File: config.mk
export PLATFORM = sky130hd
export DESIGN_NAME = utf8_validate_escape
export DESIGN_NICKNAME = d
export VERILOG_FILES = /design/src/rtl/core/uve_pkg.sv /design/src/rtl/core/utf8_validate_escape.sv
export SDC_FILE = /design/constraint.sdc
export NUM_CORES = 1
export LEC_CHECK = 0
export ABC_AREA = 0
export BUFFER_PORTS_ARGS = -buffer_cell sky130_fd_sc_hd__buf_2
export CORE_ASPECT_RATIO = 0.9
export CORE_UTILIZATION = 43
export CTS_CLUSTER_DIAMETER = 40
export CTS_CLUSTER_SIZE = 40
export DETAILED_ROUTE_END_ITERATION = 12
export GPL_TIMING_DRIVEN = 1
export PLACE_DENSITY = 0.67
export SYNTH_ARGS = -nofsm -noshare
export SYNTH_HDL_FRONTEND = slang
export SYNTH_SLANG_ARGS = --single-unit
File: constraint.sdc
create_clock -name clk -period 4.1 [get_ports clk]
set_clock_uncertainty 0.2 [all_clocks]
set_input_delay 0.205 -clock clk [delete_from_list [all_inputs] [get_ports clk]]
set_output_delay 0.205 -clock clk [all_outputs]
set_load 0.05 [all_outputs]
File: src/rtl/core/uve_pkg.sv
// ----------------------------------------------------------------------------
// uve_pkg: shared types and helpers for the UTF-8 validate and escape block
// Beat structures for both channels, the sequence classifier and the hex
// digit encoder used when a lead byte is escaped.
// ----------------------------------------------------------------------------
package uve_pkg;

  // One input beat: a raw byte and the end-of-string marker.
  typedef struct packed {
    logic [7:0] in_byte;
    logic       in_last;
  } uve_in_t;

  // One output beat.
  typedef struct packed {
    logic [7:0] out_byte;
    logic       run_end;
    logic       stream_end;
    logic       stream_valid;
  } uve_out_t;

  // Verdict on the bytes at the front of the window.
  typedef struct packed {
    logic       fail;
    logic       pend;
    logic [2:0] len;
  } uve_cls_t;

  localparam logic [7:0] CHAR_BSLASH = 8'h5C;
  localparam logic [7:0] CHAR_X      = 8'h78;

  // Up to four window bytes, byte 0 first; n is the number present (1..4).
  function automatic uve_cls_t classify(input logic [3:0][7:0] w, input logic [2:0] n);
    uve_cls_t   c;
    logic [7:0] lead;
    logic [7:0] b;
    logic [2:0] len;
    logic       ok;
    logic       bad;
    c    = '0;
    lead = w[0];
    bad  = 1'b0;
    len  = 3'd0;
    if (lead <= 8'h7F) begin
      len = 3'd1;
    end else if (lead >= 8'hC2 && lead <= 8'hDF) begin
      len = 3'd2;
    end else if (lead >= 8'hE0 && lead <= 8'hEF) begin
      len = 3'd3;
    end else if (lead >= 8'hF0 && lead <= 8'hF4) begin
      len = 3'd4;
    end else begin
      bad = 1'b1;
    end
    for (int k = 1; k < 4; k++) begin
      b = w[k];
      if (k == 1 && lead == 8'hE0) begin
        ok = (b >= 8'hA0 && b <= 8'hBF);
      end else if (k == 1 && lead == 8'hED) begin
        ok = (b >= 8'h80 && b <= 8'h9F);
      end else if (k == 1 && lead == 8'hF0) begin
        ok = (b >= 8'h90 && b <= 8'hBF);
      end else if (k == 1 && lead == 8'hF4) begin
        ok = (b >= 8'h80 && b <= 8'h8F);
      end else begin
        ok = ((b & 8'hC0) == 8'h80);
      end
      if (!bad && 3'(k) < len && 3'(k) < n && !ok) begin
        bad = 1'b1;
      end
    end
    c.fail = bad;
    c.pend = !bad && (n < len);
    c.len  = len;
    return c;
  endfunction

  // Uppercase hex character for one nibble.
  function automatic logic [7:0] hex_char(input logic [3:0] v);
    logic [7:0] r;
    if (v < 4'd10) begin
      r = 8'h30 + {4'h0, v};
    end else begin
      r = 8'h37 + {4'h0, v};
    end
    return r;
  endfunction

endpackage

File: src/rtl/core/utf8_validate_escape.sv
// The first beat caused by a byte goes through the CLASS state, PASS or ESC and
// the pending slot into the output register; held bytes of an open sequence
// wait for its verdict. A byte holds the block in CLASS, PASS and ESC through
// the shared classifier, so no new byte is taken until the sequencer is idle.
// Reset (rst_n low, synchronous) empties the window, the output register and
// the escape flag; bytes held from an unfinished sequence are dropped.
// ----------------------------------------------------------------------------
// utf8_validate_escape: streaming strict UTF-8 checker with lead escaping
// Bytes of valid sequences pass through; the lead of a broken or cut-off
// sequence becomes a backslash, an x and two uppercase hex digits.
// ----------------------------------------------------------------------------
module utf8_validate_escape (
  input  logic              clk,
  input  logic              rst_n,
  input  logic              in_valid,
  output logic              in_stall,
  input  uve_pkg::uve_in_t  in_data,
  output logic              out_valid,
  input  logic              out_stall,
  output uve_pkg::uve_out_t out_data
);

  // Sequencer states. IDLE is the only state that takes an input beat.
  localparam logic [1:0] S_IDLE  = 2'd0;
  localparam logic [1:0] S_CLASS = 2'd1;
  localparam logic [1:0] S_PASS  = 2'd2;
  localparam logic [1:0] S_ESC   = 2'd3;

  localparam logic [1:0] ESC_LAST = 2'd3;

  logic [1:0]       state_r, state_nxt;
  // The window holds the undecided bytes, oldest in byte 0. Consumed bytes
  // are shifted out so the classifier always looks at the front.
  logic [3:0][7:0]  win_r, win_nxt;
  logic [2:0]       cnt_r, cnt_nxt;      // bytes in the window, 0 to 4
  logic             last_r, last_nxt;    // current byte closes the string
  logic [2:0]       run_r, run_nxt;      // bytes of a valid sequence still to pass
  logic [1:0]       idx_r, idx_nxt;      // which escape character is next
  logic             esc_seen_r, esc_seen_nxt;

  // The newest generated character waits here one step, so that it can be
  // flagged as the end of its run once the sequencer knows nothing follows.
  logic [7:0]       pend_r, pend_nxt;
  logic             pend_v_r, pend_v_nxt;

  logic             out_valid_r;
  uve_pkg::uve_out_t out_data_r;

  logic             out_free;
  logic             push;
  uve_pkg::uve_out_t push_data;
  logic             gen;
  logic [7:0]       gen_byte;
  uve_pkg::uve_cls_t cls;

  // The shared classifier: one instance serves every decision of the step.
  assign cls = uve_pkg::classify(win_r, cnt_r);

  assign out_free = !out_valid_r || !out_stall;

  // Character produced in PASS or ESC this cycle, if the sequencer moves.
  always_comb begin
    gen_byte = win_r[0];
    if (state_r == S_ESC) begin
      case (idx_r)
        2'd0:    gen_byte = uve_pkg::CHAR_BSLASH;
        2'd1:    gen_byte = uve_pkg::CHAR_X;
        2'd2:    gen_byte = uve_pkg::hex_char(win_r[0][7:4]);
        default: gen_byte = uve_pkg::hex_char(win_r[0][3:0]);
      endcase
    end
  end

  // A new character may enter the pending slot when the slot is empty or
  // its old content can move into the output register.
  assign gen = (state_r == S_PASS || state_r == S_ESC) && (!pend_v_r || out_free);

  always_comb begin
    state_nxt    = state_r;
    win_nxt      = win_r;
    cnt_nxt      = cnt_r;
    last_nxt     = last_r;
    run_nxt      = run_r;
    idx_nxt      = idx_r;
    esc_seen_nxt = esc_seen_r;
    pend_nxt     = pend_r;
    pend_v_nxt   = pend_v_r;
    push         = 1'b0;
    push_data    = '0;

    if (gen) begin
      // Earlier character is not the last of this run.
      push                = pend_v_r;
      push_data.out_byte  = pend_r;
      pend_nxt            = gen_byte;
      pend_v_nxt          = 1'b1;
    end

    unique case (state_r)
      S_IDLE: begin
        if (in_valid) begin
          win_nxt[cnt_r[1:0]] = in_data.in_byte;
          cnt_nxt             = cnt_r + 3'd1;
          last_nxt            = in_data.in_last;
          state_nxt           = S_CLASS;
        end
      end
      S_CLASS: begin
        if (cnt_r == 3'd0 || (cls.pend && !last_r)) begin
          // Nothing more comes from this byte: close the run.
          if (!pend_v_r) begin
            state_nxt = S_IDLE;
          end else if (out_free) begin
            push                   = 1'b1;
            push_data.out_byte     = pend_r;
            push_data.run_end      = 1'b1;
            push_data.stream_end   = last_r;
            push_data.stream_valid = last_r && !esc_seen_r;
            pend_v_nxt             = 1'b0;
            state_nxt              = S_IDLE;
            if (last_r) begin
              esc_seen_nxt = 1'b0;
              cnt_nxt      = 3'd0;
            end
          end
        end else if (cls.fail || cls.pend) begin
          // Broken sequence, or one cut off by the end of the string.
          idx_nxt   = 2'd0;
          state_nxt = S_ESC;
        end else begin
          run_nxt   = cls.len;
          state_nxt = S_PASS;
        end
      end
      S_PASS: begin
        if (gen) begin
          win_nxt = win_r >> 8;
          cnt_nxt = cnt_r - 3'd1;
          run_nxt = run_r - 3'd1;
          if (run_r == 3'd1) begin
            state_nxt = S_CLASS;
          end
        end
      end
      S_ESC: begin
        if (gen) begin
          idx_nxt = idx_r + 2'd1;
          if (idx_r == ESC_LAST) begin
            // Only the lead goes; the bytes behind it are scanned again.
            win_nxt      = win_r >> 8;
            cnt_nxt      = cnt_r - 3'd1;
            esc_seen_nxt = 1'b1;
            state_nxt    = S_CLASS;
          end
        end
      end
      default: begin
        state_nxt = S_IDLE;
      end
    endcase
  end

  always_ff @(posedge clk) begin
    if (!rst_n) begin
      state_r     <= S_IDLE;
      cnt_r       <= 3'd0;
      last_r      <= 1'b0;
      run_r       <= 3'd0;
      idx_r       <= 2'd0;
      esc_seen_r  <= 1'b0;
      pend_v_r    <= 1'b0;
      out_valid_r <= 1'b0;
    end else begin
      state_r    <= state_nxt;
      cnt_r      <= cnt_nxt;
      last_r     <= last_nxt;
      run_r      <= run_nxt;
      idx_r      <= idx_nxt;
      esc_seen_r <= esc_seen_nxt;
      pend_v_r   <= pend_v_nxt;
      if (push) begin
        out_valid_r <= 1'b1;
      end else if (!out_stall) begin
        out_valid_r <= 1'b0;
      end
    end
  end

  // Payload registers carry no reset.
  always_ff @(posedge clk) begin
    win_r  <= win_nxt;
    pend_r <= pend_nxt;
    if (push) begin
      out_data_r <= push_data;
    end
  end

  assign in_stall  = (state_r != S_IDLE);
  assign out_valid = out_valid_r;
  assign out_data  = out_data_r;

  // The pending slot is always drained before the next byte is taken.
  a_idle_no_pending: assert property (@(posedge clk) disable iff (!rst_n)
    (state_r == S_IDLE) |-> !pend_v_r)
    else $error("character left pending between input beats");

  // At most three bytes stay held between input beats.
  a_idle_window: assert property (@(posedge clk) disable iff (!rst_n)
    (state_r == S_IDLE) |-> (cnt_r <= 3'd3))
    else $error("window overfull while idle");

  // Closing a string clears the escape flag and the window.
  a_stream_close: assert property (@(posedge clk) disable iff (!rst_n)
    (push && push_data.stream_end) |=> (!esc_seen_r && cnt_r == 3'd0))
    else $error("string state not cleared at stream end");

  // The validity flag only ever appears on the closing beat.
  a_valid_on_end: assert property (@(posedge clk) disable iff (!rst_n)
    out_valid_r |-> (!out_data_r.stream_valid || out_data_r.stream_end))
    else $error("stream_valid raised away from stream end");

endmodule

* Word-level counts from Yosys, hierarchy flattened *
Cells that the tools add are included.

operators by class
  reduce and logical (&&, ||, !) cells = 54
  muxes and demuxes = 78
  bitwise operators = 0
  add/subtract/negate cells = 8
  multiply operators = 0
  shift-type cells = 0
  divide/modulo/power cells = 0
  equal/unequal tests = 28
  $lt $le $gt $ge = 24

operators with widths
  operator                                                        number
  two-way mux 32 bit                                              4
  one-hot mux 32 bit (3 select lines)                             1
  greater-or-equal comparator 8 bit, second input constant        6
  less-or-equal comparator 8 bit, second input constant           6
  two-way mux 3 bit                                               15
  two-way mux 11 bit                                              4
  bitwise mux 32 bit                                              1
  equality test 8 bit, second input constant                      4
  two-way mux 1 bit                                               30
  adder 6 x 4 -> 7 bit, first input constant                      4
  two-way mux 8 bit                                               3
  two-way mux 2 bit                                               11
  logical AND 1 bit                                               21
  one-hot mux 7 bit (3 select lines)                              1
  != test 2 bit, second input constant                            10
  demux 8 bit (select 2 bit)                                      1
  equality test 2 bit, second input constant                      7
  two-way mux 7 bit                                               2
  zero test 1 bit                                                 12
  less-than comparator 2 x 3 -> 1 bit, first input constant       4
  one-hot mux 3 bit (4 select lines)                              1
  AND reduction 4 bit                                             3
  less-or-equal comparator 8 x 7 -> 1 bit, second input constant  1
  less-than comparator 4 bit, second input constant               2
  26 further kinds                                                38

storage, ports and cells
  bits in writable memories = 0
  word-level logic and storage cells = 209
  bits of input ports = 13
  register bits = 65
  latch bits = 0
  ROM bits = 0
  memories = 0
  output and inout bits = 13

* Logic depth before layout (Yosys ltp) *
  depth after elaboration = 28
  mapped depth = 12
  depth with buffers taken out = 12

* Worst setup path after synthesis *
No wires, ideal clock.

  kind = flip-flop to flip-flop
  start point = reg win_r[5] (netlist name)
  end point = reg out_data_r, in the netlist out_data[0], enable pin
  path slack = 0.234 ns
  arrival = 3.272 ns
  buffers on the path = 0
  stages on the path, launching flop included = 12
  period minus slack after synthesis = 3.866 ns
  setup time = 0.394 ns
  data required time = 3.506 ns
  cell sequence = edfxtp_1 inv_1 ha_1 o41ai_4 a22oi_4 o21bai_1 ha_1 or2_2 a21oi_1 a21oi_2 o31a_1 o21ai_0

on the way
  word-level cells in the longest chain between the ends = 27
  elaborated cells on any way between the ends = 52

RTL lines
  item                                                                                 RTL line                     source
  start: declaration                                                                   utf8_validate_escape.sv:34   logic [3:0][7:0] win_r, win_nxt;
  start signal: assignment                                                             utf8_validate_escape.sv:191  win_r <= win_nxt;
  greater-or-equal comparator 8 bit or less-or-equal comparator 8 bit (tied branches)  uve_pkg.sv:50                end else if (lead >= 8'hF0 && lead <= 8'hF4) begin
  logical AND 1 bit                                                                    uve_pkg.sv:50
  two-way mux 3 bit or two-way mux 1 bit (tied branches)                               uve_pkg.sv:50
  two-way mux 3 bit or two-way mux 1 bit (tied branches)                               uve_pkg.sv:48                end else if (lead >= 8'hE0 && lead <= 8'hEF) begin
  two-way mux 3 bit or two-way mux 1 bit (tied branches)                               uve_pkg.sv:46                end else if (lead >= 8'hC2 && lead <= 8'hDF) begin
  two-way mux 3 bit or two-way mux 1 bit (tied branches)                               uve_pkg.sv:44                if (lead <= 8'h7F) begin
  less-than comparator 1 x 3 -> 1 bit or zero test 1 bit (tied branches)               uve_pkg.sv:68                if (!bad && 3'(k) < len && 3'(k) < n && !ok) begin
  logical AND 1 bit (3 in a row)                                                       uve_pkg.sv:68
  (+10 left out)                                                                       n/a
  two-way mux 1 bit                                                                    uve_pkg.sv:68
  zero test 1 bit                                                                      uve_pkg.sv:73                c.pend = !bad && (n < len);
  logical AND 1 bit (*)                                                                uve_pkg.sv:73
  logical AND 1 bit (*)                                                                utf8_validate_escape.sv:109  if (cnt_r == 3'd0 || (cls.pend && !last_r)) begin
  logical OR 1 bit (*)                                                                 utf8_validate_escape.sv:109
  two-way mux 1 bit (*)                                                                utf8_validate_escape.sv:109
  two-way mux 1 bit (*)                                                                utf8_validate_escape.sv:99   unique case (state_r)
  named net push                                                                       utf8_validate_escape.sv:50   logic push;
  end signal: assignment                                                               utf8_validate_escape.sv:194  out_data_r <= push_data;
  end: declaration                                                                     utf8_validate_escape.sv:47   uve_pkg::uve_out_t out_data_r;

Mark *: on every way through the listed nets, which the timed path passes. The rest lies on a longest branch.
A chain may end at the register's enable or synchronous reset.

* Final worst setup path *
Same ends and word-level chain as after synthesis.

==> impl_metrics.ini <==
[status]
status = complete, no violations

[power_and_ir_drop]
p_sw_share_pct = 41.24
peakVddDrop_mv = 0.3727
leakagePower_nw = 1.584
power_density_mw_per_mm2 = 653.0
power_mw = 2.748
comb_power_share_pct = 39.7
p_int_mw = 1.615
p_switching_mw = 1.134
clkPwrFrac_pct = 18.1
seq_power_share_pct = 42.2

[min_path]
hold_start = in_data[7]
hp-class = in2reg
worstHoldEndpoint = win_r[22]$_DFFE_PP_
min_path_cells = 2

[route]
dr.pass1.iters = 7
drc_errors = 0
drtAntennaViolNets = 0
dr_total_vias = 2866
drt-total-wl_um = 8021
viasPerCell = 5.620
drt_iter0_markers = 125
routedWlPerCell_um = 15.73

[die]
core-area_mm2 = 0.008262
chipWidth_um = 100.5
die_area_mm2 = 0.009110
dieHeight_um = 90.65
initial_core_util_pct = 45.45
boundaryPins = 26
rows = 31

[global_routing]
grt-ovfl-total = 0
antenna_found_initial = 0
grt_pass1_wl_um = 13320
track_usage_pct = 18.71
grt_pass1_vias = 2777
grt_max_degree = 60

[clock_tree]
cts_buffers = 9
h-tree-depth = 3
clock_sinks = 65
post_cts_resized = 0
postCtsSetupBuffers = 0
clk_root_buffer_cell = clkbuf_8
cts_tree = done
ctsHoldBuffers = 5
clk_pin_slew_ns = 0.08
cts_buffer_depth = 2
clkLatencyLatePin_ns = 0.34

[worst_setup_path]
cp_slowest_cell = edfxtp_1
critPathMaxStageDelay_ns = 0.56
path_common_cell = ha_1
startpoint_type = flop
rrSetupSlack_ns = 0.50
worstPathArrival_ns = 3.44
r2r-start = win_r[5]$_DFFE_PP_
critPathCaptureType = flop
worstRegToRegCells = 12
worstSetupPathType = reg2reg
critPathMaxFanout = 11
timing.rr.end = out_data[0]$_SDFFCE_PN0P_
critical_path.startpoint = win_r[5]$_DFFE_PP_
worstPathCellList = inv_1 -> ha_1 -> o41ai_4 -> a22oi_4 -> o21bai_1 -> ha_1 -> or2_2 -> a21oi_1 -> a21oi_2 -> o31a_1 -> o21ai_0 -> buf_4
crit_required_ns = 3.94

[synthesis]
synth_edf_count = 51
ys_seq_area_share_pct = 48.25
synth.avg_cell_area_um2 = 10.34
ys_ff_latch = 65
yosys.area.top_type = edfxtp_1
syn_area_mm2 = 0.003755
async_reset_ff_share_pct = 0
syn_nets = 399
ys_types = 57
synth_area_leaders = edfxtp_1, ha_1, dfxtp_1, a22o_1, nor2_1
synthCells = 363
netlist.area_leader.share_pct = 40.79
synth-main-ff-cell = edfxtp_1
yosys_warnings = 0

[placed_design]
gp_congestion = 0.8346
post-place-cells = 488
port_buffers = 25
dp_hpwl_um = 5675

[timing]
rsz0062_at_grt = no
hold_viol = 0
fin_crit_sh_pct = 87.91
fmax_mhz = 277.5
setup_tns_ns = 0
setup_viol = 0
worstMarginPinSlew_ns = 0.6917
max_slew_margin_pct = 53.79
min_period_ns = 3.604
slew_violations = 0

[layout]
antenna_cells = 0
stdcell_count = 510
n_fill_cell = 739
final_layout_size_suffix_gt1_share_pct = 14.68
syn_to_final_growth_pct = 12.10
nets = 426

[job]
max_cap_viol_count = 0
-- synthesized netlist by cell type (2+ instances only) --
cell / instances
o21ai_0: 14
buf_1: 3
inv_1: 21
ha_1: 23
o21a_1: 7
nor3_1: 6
and2_1: 3
a211oi_1: 3
nand2b_1: 8
nand2_1: 33
mux2i_1: 9
dfxtp_1: 14
buf_4: 2
xnor2_1: 2
and3_1: 4
a221oi_1: 3
nor3b_1: 2
nand4_1: 6
nand3_1: 10
a21oi_1: 16
clkbuf_1: 13
o31a_1: 2
a22o_1: 24
nor2_1: 36
o22ai_1: 2
edfxtp_1: 51
nor2b_1: 10
a31oi_1: 4
o211ai_1: 4
-- layout make-up --
class                      count  area, um2  area share (%)
multi-input combinational    258       1785           42.42
sequential                    65       1813           43.07
timing repair buffer          34      207.7           4.935
clock buffer                   9      123.9           2.943
clock inverter                 7      52.55           1.249
inverter                      22      82.58           1.962
tap                          115      143.9           3.419
-- how the worst max path moves through the flow --
stage / cells past startpoint / endpoint
after global routing: 12 / out_data[7]$_DFFE_PP_
after global placement: 12 / out_data[3]$_DFFE_PP_
after floorplan: 11 / out_data[0]$_SDFFCE_PN0P_
after detailed placement: 12 / out_data[5]$_DFFE_PP_
final: 12 / out_data[0]$_SDFFCE_PN0P_
after CTS: 12 / out_data[0]$_SDFFCE_PN0P_
-- critical path: cells and delay by family (launching register included) --
kind                       cells  cell delay, ns
buffers and inverters          2            0.46
DFF                            1            0.56
adders and majority gates      2            0.53
AOI/OAI and AO/OA              7            1.30
and+or+nand+nor                1            0.27
-- through the flow --
step / hold WS (ns) / setup slack, ns / util (%) / instance area [um2]
after floorplan: 0.1225 / 0.2340 / - / 3755
after global placement: 0.2647 / 0.6715 / 48.08 / 3973
after detailed placement: 0.2663 / 0.5374 / 48.08 / 3973
after CTS: 0.0001833 / 0.5020 / 50.83 / 4199
after global routing: 0.008259 / 0.3395 / 50.95 / 4209
final: 0.02027 / 0.4958 / 50.95 / 4209
-- layout by cell type (no fill, tap or decap), types with 6 or more instances in the layout --
cell           count
o21ai_0           14
nor2b_1           10
ha_1              23
nand3_1           10
o21a_1             7
a22o_1            24
dfxtp_1           13
nor2_1            36
clkbuf_8           9
edfxtp_1          51
nor3_1             6
nand4_1            6
nand2_1           33
a21oi_1           16
inv_1             21
dlygate4sd3_1      6
mux2i_1            9
nand2b_1           8
buf_2             25
-- layer usage --
layer / vias to the layer above / track usage (%) / routed length (um)
met5: - / 0 / 0
met4: 0 / 6.280 / 128
met3: 11 / 3.715 / 356
met2: 84 / 29.68 / 3787
met1: 1372 / 25.47 / 3749
li1: 1399 / - / -
-- power by group through the flow --
stage	clock network, mW	logic (mW)	registers (mW)
2_1_floorplan	0	0.892	1.09
3_3_place_gp	0	1.05	1.16
3_5_place_dp	0	1.08	1.17
4_1_cts	0.508	1.09	1.16
5_1_grt	0.538	1.21	1.19
6_report	0.499	1.09	1.16
-- kinds of logic (layout without fill, tap and decap cells) --
kind of cell,count (synthesis),in the layout,share of synthesized area [%]
buffers and inverters,40,72,4.199
xor gates and xnor gates,2,2,0.4666
DFF,65,65,48.25
muxes,10,10,2.699
adders and majority gates,23,23,7.664
AOI/OAI and AO/OA,100,100,20.99
and+or+nand+nor,123,123,15.73
-- state kept, by name, summed over array words and instances (netlist names) --
register	count
cnt_r	3
esc_seen_r	1
idx_r	2
last_r	1
out_data	11
out_valid	1
pend_r	8
pend_v_r	1
run_r	3
state_r	2
win_r	32
Note: power is estimated with default switching activity, not from simulation.
